<file path="config.mk">
export PLATFORM = sky130hd
export DESIGN_NAME = led_fire_effect_generator_core
export DESIGN_NICKNAME = d
export VERILOG_FILES = /design/src/hdl/lfg_pkg.sv /design/src/hdl/lfg_heat_ram.sv /design/src/hdl/led_fire_effect_generator_core.sv
export SDC_FILE = /design/constraint.sdc
export NUM_CORES = 2
export LEC_CHECK = 0
export BUFFER_PORTS_ARGS = -buffer_cell sky130_fd_sc_hd__clkbuf_2
export CORE_AREA = 3 3 270 272
export CTS_CLUSTER_DIAMETER = 120
export DETAILED_ROUTE_END_ITERATION = 10
export DIE_AREA = 0 0 273 275
export PLACE_DENSITY = 0.81
export SKIP_LAST_GASP = 1
export SYNTH_ARGS = -nofsm -noshare
export SYNTH_HDL_FRONTEND = slang
export SYNTH_HIERARCHICAL = 1
export SYNTH_SLANG_ARGS = --single-unit
</file>
<file path="constraint.sdc">
create_clock -name clk -period 15.3 [get_ports clk]
set_clock_uncertainty 0.15 [all_clocks]
set_input_delay 3.825 -clock clk [delete_from_list [all_inputs] [get_ports clk]]
set_output_delay 3.825 -clock clk [all_outputs]
set_load 0.05 [all_outputs]
</file>
<file path="src/hdl/lfg_pkg.sv">
package lfg_pkg;

  // Strip size default and fixed field widths
  localparam int CELL_COUNT_DEF = 64;
  localparam int HEAT_W         = 8;
  localparam int LFSR_W         = 16;
  localparam int CFG_IDX_W      = 3;
  localparam int CFG_DATA_W     = 16;
  localparam int IN_DATA_W      = 8;
  localparam int OUT_DATA_W     = 32;
  localparam int PIX_IDX_W      = 6;

  localparam logic [LFSR_W-1:0] LFSR_TAPS = 16'hB400;

  // Register reset values
  localparam logic [7:0]  COOLING_SPAN_RST   = 8'd2;
  localparam logic [7:0]  SPARK_CHANCE_RST   = 8'd140;
  localparam logic [6:0]  SPARK_ZONE_RST     = 7'd28;
  localparam logic [7:0]  SPARK_HEAT_MIN_RST = 8'd120;
  localparam logic [7:0]  SPARK_HEAT_MAX_RST = 8'd255;
  localparam logic [1:0]  PALETTE_RST        = 2'd1;
  localparam logic [15:0] LFSR_SEED_RST      = 16'd44257;

  // Spark roll range
  localparam logic [7:0] ROLL_RANGE = 8'd255;

  // Palette thresholds and fixed levels
  localparam logic [7:0] T_HOT     = 8'd128;
  localparam logic [7:0] T_WARM    = 8'd64;
  localparam logic [7:0] LVL_FULL  = 8'd255;
  localparam logic [7:0] LVL_GREEN = 8'd200;
  localparam logic [7:0] LVL_BLUE  = 8'd100;
  localparam logic [7:0] LVL_DIM   = 8'd20;
  localparam logic [7:0] LVL_GLOW  = 8'd5;
  localparam logic [7:0] LVL_OFF   = 8'd0;

  typedef enum logic [CFG_IDX_W-1:0] {
    REG_COOLING_SPAN   = 3'd0,
    REG_SPARK_CHANCE   = 3'd1,
    REG_SPARK_ZONE     = 3'd2,
    REG_SPARK_HEAT_MIN = 3'd3,
    REG_SPARK_HEAT_MAX = 3'd4,
    REG_PALETTE        = 3'd5,
    REG_LFSR_SEED      = 3'd6
  } cfg_reg_t;

  typedef enum logic [1:0] {
    PAL_GREEN = 2'd0,
    PAL_RED   = 2'd1,
    PAL_BLUE  = 2'd2,
    PAL_OFF   = 2'd3
  } pal_t;

  typedef enum logic [2:0] {
    ST_IDLE,
    ST_COOL,
    ST_DIFF,
    ST_ROLL,
    ST_CELL,
    ST_HEAT,
    ST_EMIT
  } state_t;

  typedef struct packed {
    logic [7:0] red;
    logic [7:0] green;
    logic [7:0] blue;
  } rgb_t;

  // One right-shifting Galois step
  function automatic logic [LFSR_W-1:0] lfsr_step(input logic [LFSR_W-1:0] r);
    logic [LFSR_W-1:0] s;
    s = {1'b0, r[LFSR_W-1:1]};
    if (r[0]) begin
      s = s ^ LFSR_TAPS;
    end
    return s;
  endfunction

  // Scale a fresh LFSR value onto 0..n-1
  function automatic logic [7:0] draw(input logic [LFSR_W-1:0] r, input logic [7:0] n);
    logic [23:0] p;
    p = 24'(r) * 24'(n);
    return p[23:16];
  endfunction

  // Exact floor(s/3) for s up to 765: multiply by 683, drop 11 bits
  function automatic logic [7:0] div3(input logic [9:0] s);
    logic [19:0] p;
    p = 20'(s) * 20'd683;
    return p[18:11];
  endfunction

  function automatic rgb_t colour(input logic [7:0] heat, input pal_t pal);
    logic [15:0] scaled;
    logic [15:0] q;
    logic [7:0]  t;
    logic [7:0]  ramp;
    rgb_t        c;
    // t = (heat*191 + 127) / 255, divide done as (x + 1 + x>>8) >> 8
    scaled = 16'(heat) * 16'd191 + 16'd127;
    q      = (scaled + 16'd1 + (scaled >> 8)) >> 8;
    t      = q[7:0];
    ramp   = {t[5:0], 2'b00};
    if (pal == PAL_OFF) begin
      c = '{LVL_OFF, LVL_OFF, LVL_OFF};
    end else if (t > T_HOT) begin
      c = '{LVL_FULL, LVL_FULL, ramp};
    end else if (t > T_WARM) begin
      case (pal)
        PAL_GREEN: c = '{LVL_GREEN, LVL_GREEN, ramp};
        PAL_RED:   c = '{LVL_FULL, ramp, LVL_OFF};
        default:   c = '{LVL_BLUE, ramp, LVL_FULL};
      endcase
    end else begin
      case (pal)
        PAL_GREEN: c = '{LVL_DIM, ramp, LVL_GLOW};
        PAL_RED:   c = '{ramp, LVL_OFF, LVL_OFF};
        default:   c = '{LVL_DIM, LVL_DIM, ramp};
      endcase
    end
    return c;
  endfunction

endpackage

</file>
<file path="src/hdl/lfg_heat_ram.sv">
module lfg_heat_ram #(
  parameter int DEPTH  = lfg_pkg::CELL_COUNT_DEF,
  parameter int ADDR_W = $clog2(DEPTH)
) (
  input  logic                      clk,
  input  logic                      rst_n,
  input  logic                      wr_en,
  input  logic [ADDR_W-1:0]         wr_addr,
  input  logic [lfg_pkg::HEAT_W-1:0] wr_data,
  input  logic                      rd_en,
  input  logic [ADDR_W-1:0]         rd_addr,
  output logic [lfg_pkg::HEAT_W-1:0] rd_data
);

  logic [lfg_pkg::HEAT_W-1:0] mem [DEPTH];
  logic [DEPTH-1:0]           vld_r;
  logic [lfg_pkg::HEAT_W-1:0] q_r;
  logic                       q_vld_r;

  always_ff @(posedge clk) begin
    if (wr_en) begin
      mem[wr_addr] <= wr_data;
    end
    if (rd_en) begin
      q_r <= mem[rd_addr];
    end
  end

  // Per-entry written flags: an unwritten cell reads as cold
  always_ff @(posedge clk) begin
    if (!rst_n) begin
      vld_r   <= '0;
      q_vld_r <= 1'b0;
    end else begin
      if (wr_en) begin
        vld_r[wr_addr] <= 1'b1;
      end
      if (rd_en) begin
        q_vld_r <= vld_r[rd_addr];
      end
    end
  end

  assign rd_data = q_vld_r ? q_r : '0;

endmodule

</file>
<file path="src/hdl/led_fire_effect_generator_core.sv">
// Channel   Dir  Handshake              Payload
// in_       in   in_tvalid/in_tready    in_tdata[0] advance (1 steps, 0 re-emits)
// out_      out  out_tvalid/out_tready  out_tdata pixel + RGB, out_tlast frame end
// cfg_      in   cfg_wr_en              cfg_index register, cfg_wdata value
//
// Each input word yields CELL_COUNT pixel words, bottom cell first.
// Re-emit and frame-tick time are set by the single read port of the heat
// memory (a frame tick runs cool, diffuse and emit sweeps; re-emit only emit).
// Synchronous active-low reset restores control and registers to defaults and
// clears heat (by flags). Output stalls hold the emit sweep; the last pixel
// may wait while in_ takes the next word.
module led_fire_effect_generator_core #(
  parameter int CELL_COUNT = lfg_pkg::CELL_COUNT_DEF
) (
  input  logic                           clk,
  input  logic                           rst_n,
  // [0] advance, [7:1] zero
  input  logic                           in_tvalid,
  output logic                           in_tready,
  input  logic [lfg_pkg::IN_DATA_W-1:0]  in_tdata,
  // [5:0] pixel_index, [13:6] red_level, [21:14] green_level,
  // [29:22] blue_level, [31:30] zero
  output logic                           out_tvalid,
  input  logic                           out_tready,
  output logic [lfg_pkg::OUT_DATA_W-1:0] out_tdata,
  output logic                           out_tlast,
  input  logic                           cfg_wr_en,
  input  logic [lfg_pkg::CFG_IDX_W-1:0]  cfg_index,
  input  logic [lfg_pkg::CFG_DATA_W-1:0] cfg_wdata
);

  localparam int ADDR_W = $clog2(CELL_COUNT);
  localparam logic [ADDR_W-1:0] LAST_ADDR = ADDR_W'(CELL_COUNT - 1);
  localparam logic [ADDR_W-1:0] DIFF_TOP  = ADDR_W'(CELL_COUNT - 2);
  localparam logic [6:0]        ZONE_MAX  = 7'(CELL_COUNT);

  // Configuration registers
  logic [7:0]           cooling_span_r;
  logic [7:0]           spark_chance_r;
  logic [6:0]           spark_zone_r;
  logic [7:0]           spark_heat_min_r;
  logic [7:0]           spark_heat_max_r;
  lfg_pkg::pal_t        palette_r;
  logic                 seed_wr;
  logic [15:0]          seed_val;

  // Sequencer
  lfg_pkg::state_t      state_r, state_nxt;
  logic [ADDR_W-1:0]    cnt_r, cnt_nxt;
  logic                 iss_done_r, iss_done_nxt;
  logic                 pend_r, pend_nxt;
  logic [ADDR_W-1:0]    pend_addr_r;
  logic [7:0]           prev_r, prev_nxt;
  logic [15:0]          lfsr_r, lfsr_nxt;
  logic                 issue;
  logic                 consume;
  logic                 load_out;

  // Heat memory port
  logic                 rd_en;
  logic [ADDR_W-1:0]    rd_addr;
  logic [7:0]           rd_heat;
  logic                 wr_en;
  logic [ADDR_W-1:0]    wr_addr;
  logic [7:0]           wr_data;

  // Datapath
  logic [15:0]          lfsr_adv;
  logic [7:0]           cool_amt;
  logic [7:0]           cooled;
  logic [9:0]           diff_sum;
  logic [7:0]           diff_val;
  logic [7:0]           roll;
  logic [6:0]           zone;
  logic [7:0]           cell_pick;
  logic [7:0]           spark_amt;
  logic [8:0]           spark_sum;
  logic [7:0]           spark_val;
  lfg_pkg::rgb_t        pix_rgb;

  // Output register
  logic                 out_valid_r;
  logic [ADDR_W-1:0]    out_idx_r;
  lfg_pkg::rgb_t        out_rgb_r;
  logic                 out_last_r;

  //--------------------------------------------------------------------------
  // Configuration
  //--------------------------------------------------------------------------
  assign seed_wr  = cfg_wr_en && (lfg_pkg::cfg_reg_t'(cfg_index) == lfg_pkg::REG_LFSR_SEED);
  // A zero seed would lock the LFSR: load one instead
  assign seed_val = (cfg_wdata == '0) ? 16'd1 : cfg_wdata;

  always_ff @(posedge clk) begin
    if (!rst_n) begin
      cooling_span_r   <= lfg_pkg::COOLING_SPAN_RST;
      spark_chance_r   <= lfg_pkg::SPARK_CHANCE_RST;
      spark_zone_r     <= lfg_pkg::SPARK_ZONE_RST;
      spark_heat_min_r <= lfg_pkg::SPARK_HEAT_MIN_RST;
      spark_heat_max_r <= lfg_pkg::SPARK_HEAT_MAX_RST;
      palette_r        <= lfg_pkg::pal_t'(lfg_pkg::PALETTE_RST);
    end else if (cfg_wr_en) begin
      case (lfg_pkg::cfg_reg_t'(cfg_index))
        lfg_pkg::REG_COOLING_SPAN:   cooling_span_r   <= cfg_wdata[7:0];
        lfg_pkg::REG_SPARK_CHANCE:   spark_chance_r   <= cfg_wdata[7:0];
        lfg_pkg::REG_SPARK_ZONE:     spark_zone_r     <= cfg_wdata[6:0];
        lfg_pkg::REG_SPARK_HEAT_MIN: spark_heat_min_r <= cfg_wdata[7:0];
        lfg_pkg::REG_SPARK_HEAT_MAX: spark_heat_max_r <= cfg_wdata[7:0];
        lfg_pkg::REG_PALETTE:        palette_r        <= lfg_pkg::pal_t'(cfg_wdata[1:0]);
        default: ;
      endcase
    end
  end

  //--------------------------------------------------------------------------
  // Heat memory
  //--------------------------------------------------------------------------
  lfg_heat_ram #(
    .DEPTH  (CELL_COUNT),
    .ADDR_W (ADDR_W)
  ) u_heat_ram (
    .clk     (clk),
    .rst_n   (rst_n),
    .wr_en   (wr_en),
    .wr_addr (wr_addr),
    .wr_data (wr_data),
    .rd_en   (rd_en),
    .rd_addr (rd_addr),
    .rd_data (rd_heat)
  );

  //--------------------------------------------------------------------------
  // Arithmetic on the word coming out of the memory
  //--------------------------------------------------------------------------
  assign lfsr_adv  = lfg_pkg::lfsr_step(lfsr_r);

  // Cooling: a zero span draws zero, still stepping the LFSR
  assign cool_amt  = lfg_pkg::draw(lfsr_adv, cooling_span_r);
  assign cooled    = (cool_amt > rd_heat) ? 8'd0 : rd_heat - cool_amt;

  // Diffusion: prev_r holds cell k-1, the fresh read is cell k-2
  assign diff_sum  = 10'(prev_r) + {1'b0, rd_heat, 1'b0};
  assign diff_val  = lfg_pkg::div3(diff_sum);

  assign roll      = lfg_pkg::draw(lfsr_adv, lfg_pkg::ROLL_RANGE);
  assign zone      = (spark_zone_r > ZONE_MAX) ? ZONE_MAX : spark_zone_r;
  assign cell_pick = lfg_pkg::draw(lfsr_adv, {1'b0, zone});

  // Spark heat: an empty range gives the minimum
  assign spark_amt = (spark_heat_max_r > spark_heat_min_r)
                   ? spark_heat_min_r
                     + lfg_pkg::draw(lfsr_adv, spark_heat_max_r - spark_heat_min_r)
                   : spark_heat_min_r;
  assign spark_sum = {1'b0, rd_heat} + {1'b0, spark_amt};
  assign spark_val = spark_sum[8] ? 8'hFF : spark_sum[7:0];

  assign pix_rgb   = lfg_pkg::colour(rd_heat, palette_r);

  //--------------------------------------------------------------------------
  // Sequencer: one sweep of the heat memory per cool, diffuse and emit phase
  //--------------------------------------------------------------------------
  always_ff @(posedge clk) begin
    if (!rst_n) begin
      state_r    <= lfg_pkg::ST_IDLE;
      cnt_r      <= '0;
      iss_done_r <= 1'b0;
      pend_r     <= 1'b0;
    end else begin
      state_r    <= state_nxt;
      cnt_r      <= cnt_nxt;
      iss_done_r <= iss_done_nxt;
      pend_r     <= pend_nxt;
    end
  end

  always_ff @(posedge clk) begin
    if (!rst_n) begin
      lfsr_r <= lfg_pkg::LFSR_SEED_RST;
    end else if (seed_wr) begin
      lfsr_r <= seed_val;
    end else begin
      lfsr_r <= lfsr_nxt;
    end
  end

  // Track which cell the registered read data belongs to
  always_ff @(posedge clk) begin
    if (rd_en) begin
      pend_addr_r <= rd_addr;
    end
    prev_r <= prev_nxt;
  end

  always_comb begin
    state_nxt    = state_r;
    cnt_nxt      = cnt_r;
    iss_done_nxt = iss_done_r;
    lfsr_nxt     = lfsr_r;
    prev_nxt     = prev_r;
    issue        = 1'b0;
    consume      = 1'b0;
    load_out     = 1'b0;
    in_tready    = 1'b0;
    rd_en        = 1'b0;
    rd_addr      = cnt_r;
    wr_en        = 1'b0;
    wr_addr      = pend_addr_r;
    wr_data      = cooled;

    case (state_r)
      lfg_pkg::ST_IDLE: begin
        in_tready = 1'b1;
        if (in_tvalid) begin
          state_nxt    = in_tdata[0] ? lfg_pkg::ST_COOL : lfg_pkg::ST_EMIT;
          cnt_nxt      = '0;
          iss_done_nxt = 1'b0;
        end
      end

      // Cool cells bottom up: read one cell while writing back the previous
      lfg_pkg::ST_COOL: begin
        issue   = !iss_done_r;
        consume = pend_r;
        rd_en   = issue;
        if (pend_r) begin
          lfsr_nxt = lfsr_adv;
          wr_en    = 1'b1;
          wr_data  = cooled;
        end
        if (iss_done_r && pend_r) begin
          state_nxt    = lfg_pkg::ST_DIFF;
          cnt_nxt      = DIFF_TOP;
          iss_done_nxt = 1'b0;
        end
      end

      // Diffuse top down: read cell j, write cell j+2 from j+1 and j
      lfg_pkg::ST_DIFF: begin
        issue   = !iss_done_r;
        consume = pend_r;
        rd_en   = issue;
        if (pend_r) begin
          prev_nxt = rd_heat;
          if (pend_addr_r != DIFF_TOP) begin
            wr_en   = 1'b1;
            wr_addr = ADDR_W'(pend_addr_r + ADDR_W'(2));
            wr_data = diff_val;
          end
        end
        if (iss_done_r && pend_r) begin
          state_nxt = lfg_pkg::ST_ROLL;
        end
      end

      lfg_pkg::ST_ROLL: begin
        lfsr_nxt = lfsr_adv;
        if (roll < spark_chance_r) begin
          state_nxt = lfg_pkg::ST_CELL;
        end else begin
          state_nxt    = lfg_pkg::ST_EMIT;
          cnt_nxt      = '0;
          iss_done_nxt = 1'b0;
        end
      end

      // Pick the spark cell and fetch its heat
      lfg_pkg::ST_CELL: begin
        lfsr_nxt  = lfsr_adv;
        rd_en     = 1'b1;
        rd_addr   = cell_pick[ADDR_W-1:0];
        state_nxt = lfg_pkg::ST_HEAT;
      end

      lfg_pkg::ST_HEAT: begin
        lfsr_nxt     = lfsr_adv;
        wr_en        = 1'b1;
        wr_data      = spark_val;
        state_nxt    = lfg_pkg::ST_EMIT;
        cnt_nxt      = '0;
        iss_done_nxt = 1'b0;
      end

      // Emit: read data waits in the memory output register while stalled
      lfg_pkg::ST_EMIT: begin
        load_out = pend_r && (!out_valid_r || out_tready);
        issue    = !iss_done_r && (!pend_r || load_out);
        consume  = load_out;
        rd_en    = issue;
        if (load_out && (pend_addr_r == LAST_ADDR)) begin
          state_nxt = lfg_pkg::ST_IDLE;
        end
      end

      default: begin
        state_nxt = lfg_pkg::ST_IDLE;
      end
    endcase

    // Advance the sweep address; diffusion walks downward
    if (issue) begin
      if (state_r == lfg_pkg::ST_DIFF) begin
        if (cnt_r == '0) begin
          iss_done_nxt = 1'b1;
        end else begin
          cnt_nxt = cnt_r - ADDR_W'(1);
        end
      end else begin
        if (cnt_r == LAST_ADDR) begin
          iss_done_nxt = 1'b1;
        end else begin
          cnt_nxt = cnt_r + ADDR_W'(1);
        end
      end
    end
  end

  assign pend_nxt = issue ? 1'b1 : (consume ? 1'b0 : pend_r);

  //--------------------------------------------------------------------------
  // Output register
  //--------------------------------------------------------------------------
  always_ff @(posedge clk) begin
    if (!rst_n) begin
      out_valid_r <= 1'b0;
    end else if (load_out) begin
      out_valid_r <= 1'b1;
    end else if (out_tready) begin
      out_valid_r <= 1'b0;
    end
  end

  always_ff @(posedge clk) begin
    if (load_out) begin
      out_idx_r  <= pend_addr_r;
      out_rgb_r  <= pix_rgb;
      out_last_r <= (pend_addr_r == LAST_ADDR);
    end
  end

  assign out_tvalid = out_valid_r;
  assign out_tlast  = out_last_r;
  assign out_tdata  = {2'b00, out_rgb_r.blue, out_rgb_r.green, out_rgb_r.red,
                       lfg_pkg::PIX_IDX_W'(out_idx_r)};

endmodule

</file>
==> key figures <==
Run status
  • Run status: finished clean

STA
  • Final setup fails: 0
  • Setup TNS: 0 ns
  • Min Hold Slack: between 0.3 and 0.4 ns
  • Max-Slew Margin vs Limit: 0.0488
  • Final Hold Fails: 0
  • Max-slew violations: 0
  • Min Tclk post-route: 10.83 ns
  • Max Fclk: 0.0924 GHz
  • Worst Tran Pin Value: 1.42 ns
  • Fin crit share: 0.708
  • RSZ-0062 raised after global routing: no

Cells and area
  • Commonest non-fill, non-tap cell in the layout: edfxtp_1
  • Final instance area: just under 50000 um^2
  • Post-layout util: 0.695
  • Layout net count: 4369
  • Share of cells above drive strength 1: 0.123
  • Layout area overhead: 8.02%
  • Layout fillers: 4681
  • Most frequent cells in the layout: edfxtp_1 (563), inv_1 (426), nand2_1 (380), fa_1 (355), ha_1 (310)

Critical path
  • Setup Crit Path Kind: register to register
  • Worst Setup Start Kind: register
  • CP Capture Type: register
  • Sum of buffers and inverters on the critical path: 3
  • Most used cell, CP: fa_1
  • Crit-path leading delay family: adder cells
  • Worst path slowest cell: nor2_1
  • Worst-path maximum fanout: 64
  • Worst EP required: 15.39 ns
  • Critical path data arrival time: 10.91 ns
  • Slowest Stage Delay on Critical Path: 0.86 ns

Die
  • Starting density of the core: 0.643
  • Std-Cell Rows: 98
  • Core area: between 70000 and 80000 um^2
  • Die footprint: 75100 um^2
  • IO Pins: 67
  • Die width: about 270 um
  • Die span in y: 275 um

Place
  • Cell Area, Placed: 47100 um^2
  • DP HPWL: ~70000 um
  • IO Port Bufs: 57
  • GP Congestion: 0.880

Global routing
  • Pin count of the biggest net entering global routing: 72
  • GRT Total Usage: 0.293
  • Global-route wire length before repair: roughly 170000 um
  • Grt ovf: 0
  • Vias in the first global route: 30300
  • Initial antenna violation count: 1

CTS
  • Post-CTS Hold Fix Bufs: 0
  • H-tree Lvls: 3
  • CTS sink count: 697
  • Clk slew on worst S/H paths: 0.06 ns
  • Skew-Pair Late Insertion Delay: between 0.6 and 0.7 ns
  • Clk buf depth: 3
  • CTS root buffer: clkbuf_16
  • Cts bufs inserted: 69
  • Resized cells post-CTS: 0
  • CTS tree: built
  • Setup Buffers After CTS: 0

Detailed routing
  • ANT nets after route: 0
  • DRT iter0 DRCs: 3037
  • Via count: between 20000 and 30000
  • DRC violations left: 0
  • Pre-antenna DRT Iters: 6
  • Post-Route WL: around 110000 um
  • Vias per inst: between 6 and 7
  • Wirelength per Cell: 22.8 um

Job
  • Max-Cap Viols: 0

Logic synthesis
  • Top_reg_cell synth: edfxtp_1
  • Synthesized area: 45700 um^2
  • Async SR Flop Fraction: 0
  • Seq cells post-synth: 697
  • Share of the synthesized area in the top cell type: 0.370
  • Syn_area_per_cell: 12.5 um^2
  • Synthesis Warnings: 6
  • Synth area leaders: edfxtp_1 (37%), fa_1 (16%), mux4_2 (8.5%), ha_1 (8.5%), dfxtp_1 (5.9%)
  • Post-synthesis sequential area ratio: 0.429
  • Cells after Synth: 3657
  • Netlist cell types: 96
  • Post-synth EDFFs: 563
  • Area leader, netlist: edfxtp_1

Hold path
  • Min-Delay Path Class: register to register
==> worst paths after layout <==
path | startpoint | end | slack (ns) | cells after the start
setup / recovery | spark_heat_min_r[0] | u_heat_ram/mem[17][0] | 4.47 | 39
hold / removal | spark_chance_r[5] | spark_chance_r[5] | 0.31 | 2
setup reg to reg | spark_heat_min_r[0] | u_heat_ram/mem[17][0] | 4.47 | 39
hold reg to reg | spark_chance_r[5] | spark_chance_r[5] | 0.31 | 2
==> synth_stat cells (15+ instances only) <==
library cell / n
a211oi_1: 16
a21o_1: 32
a21oi_1: 104
and2_1: 171
buf_2: 19
clkbuf_1: 121
dfxtp_1: 134
edfxtp_1: 563
fa_1: 355
ha_1: 310
inv_1: 426
mux2_2: 17
mux2i_1: 18
mux4_2: 173
nand2_1: 380
nand2b_1: 41
nand3_1: 43
nand4_1: 15
nor2_1: 146
nor2b_1: 34
nor3_1: 24
o211ai_1: 17
o21a_1: 78
o21ai_0: 87
xnor2_1: 63
xor2_1: 24
==> cell families (layout without fill, tap and decap cells) <==
logic type / after synthesis / count (layout) / share of synthesized area
DFF: 697 / 697 / 0.429
buffers and inverters: 595 / 664 / 0.0507
xor gates and xnor gates: 91 / 91 / 0.0184
and+or+nand+nor: 922 / 922 / 0.0974
muxes: 208 / 208 / 0.0934
AOI/OAI and AO/OA: 478 / 478 / 0.0708
adders and majority gates: 665 / 665 / 0.240
other: 1 / 3 / 0.0000821
==> layer usage <==
layer	vias up	wire, um	share of wire	global-route usage
met5	-	0	0	0
met4	0	3600	0.034	0.102
met3	254	9520	0.089	0.0553
met2	1424	52900	0.50	0.494
met1	14800	40500	0.38	0.387
li1	12800	-	-	-
==> sequential cells by signal (all words and copies together), names as in the netlist, 7 cells and up <==
register / flops
cooling_span_r: 8
lfsr_r: 16
out_tdata: 22
prev_r: 8
spark_chance_r: 8
spark_heat_max_r: 8
spark_heat_min_r: 8
spark_zone_r: 7
u_heat_ram/mem: 512
u_heat_ram/q_r: 8
u_heat_ram/vld_r: 64
==> stage by stage <==
stage,instances,setup slack (ns)
6_report,4678,4.47
3_3_place_gp,4551,4.58
5_1_grt,4677,3.64
4_1_cts,4677,4.44
2_1_floorplan,3658,4.34
3_5_place_dp,4551,4.51
==> worst register-to-register path: cells and delay by family, from the launching register on <==
family,cells,cell delay [ns]
DFF,1,0.35
xor gates and xnor gates,2,0.30
buffers and inverters,3,0.47
adders and majority gates,9,3.52
and+or+nand+nor,9,2.41
AOI/OAI and AO/OA,16,3.26
==> layout make-up <==
type | count | area (um^2) | area share
repair buffers | 109 | 678 | 0.0137
multi-input cells | 2366 | 24000 | 0.487
well taps | 950 | 1190 | 0.0241
diodes | 1 | 2.50 | 0.0000507
flip-flops and latches | 697 | 19600 | 0.397
inverters | 429 | 1620 | 0.0327
clock buffers | 89 | 1860 | 0.0377
clock inverters | 37 | 400 | 0.00811
Power is not shown: default switching activity piles up to over one toggle a cycle in this logic, so the estimate is an artifact.
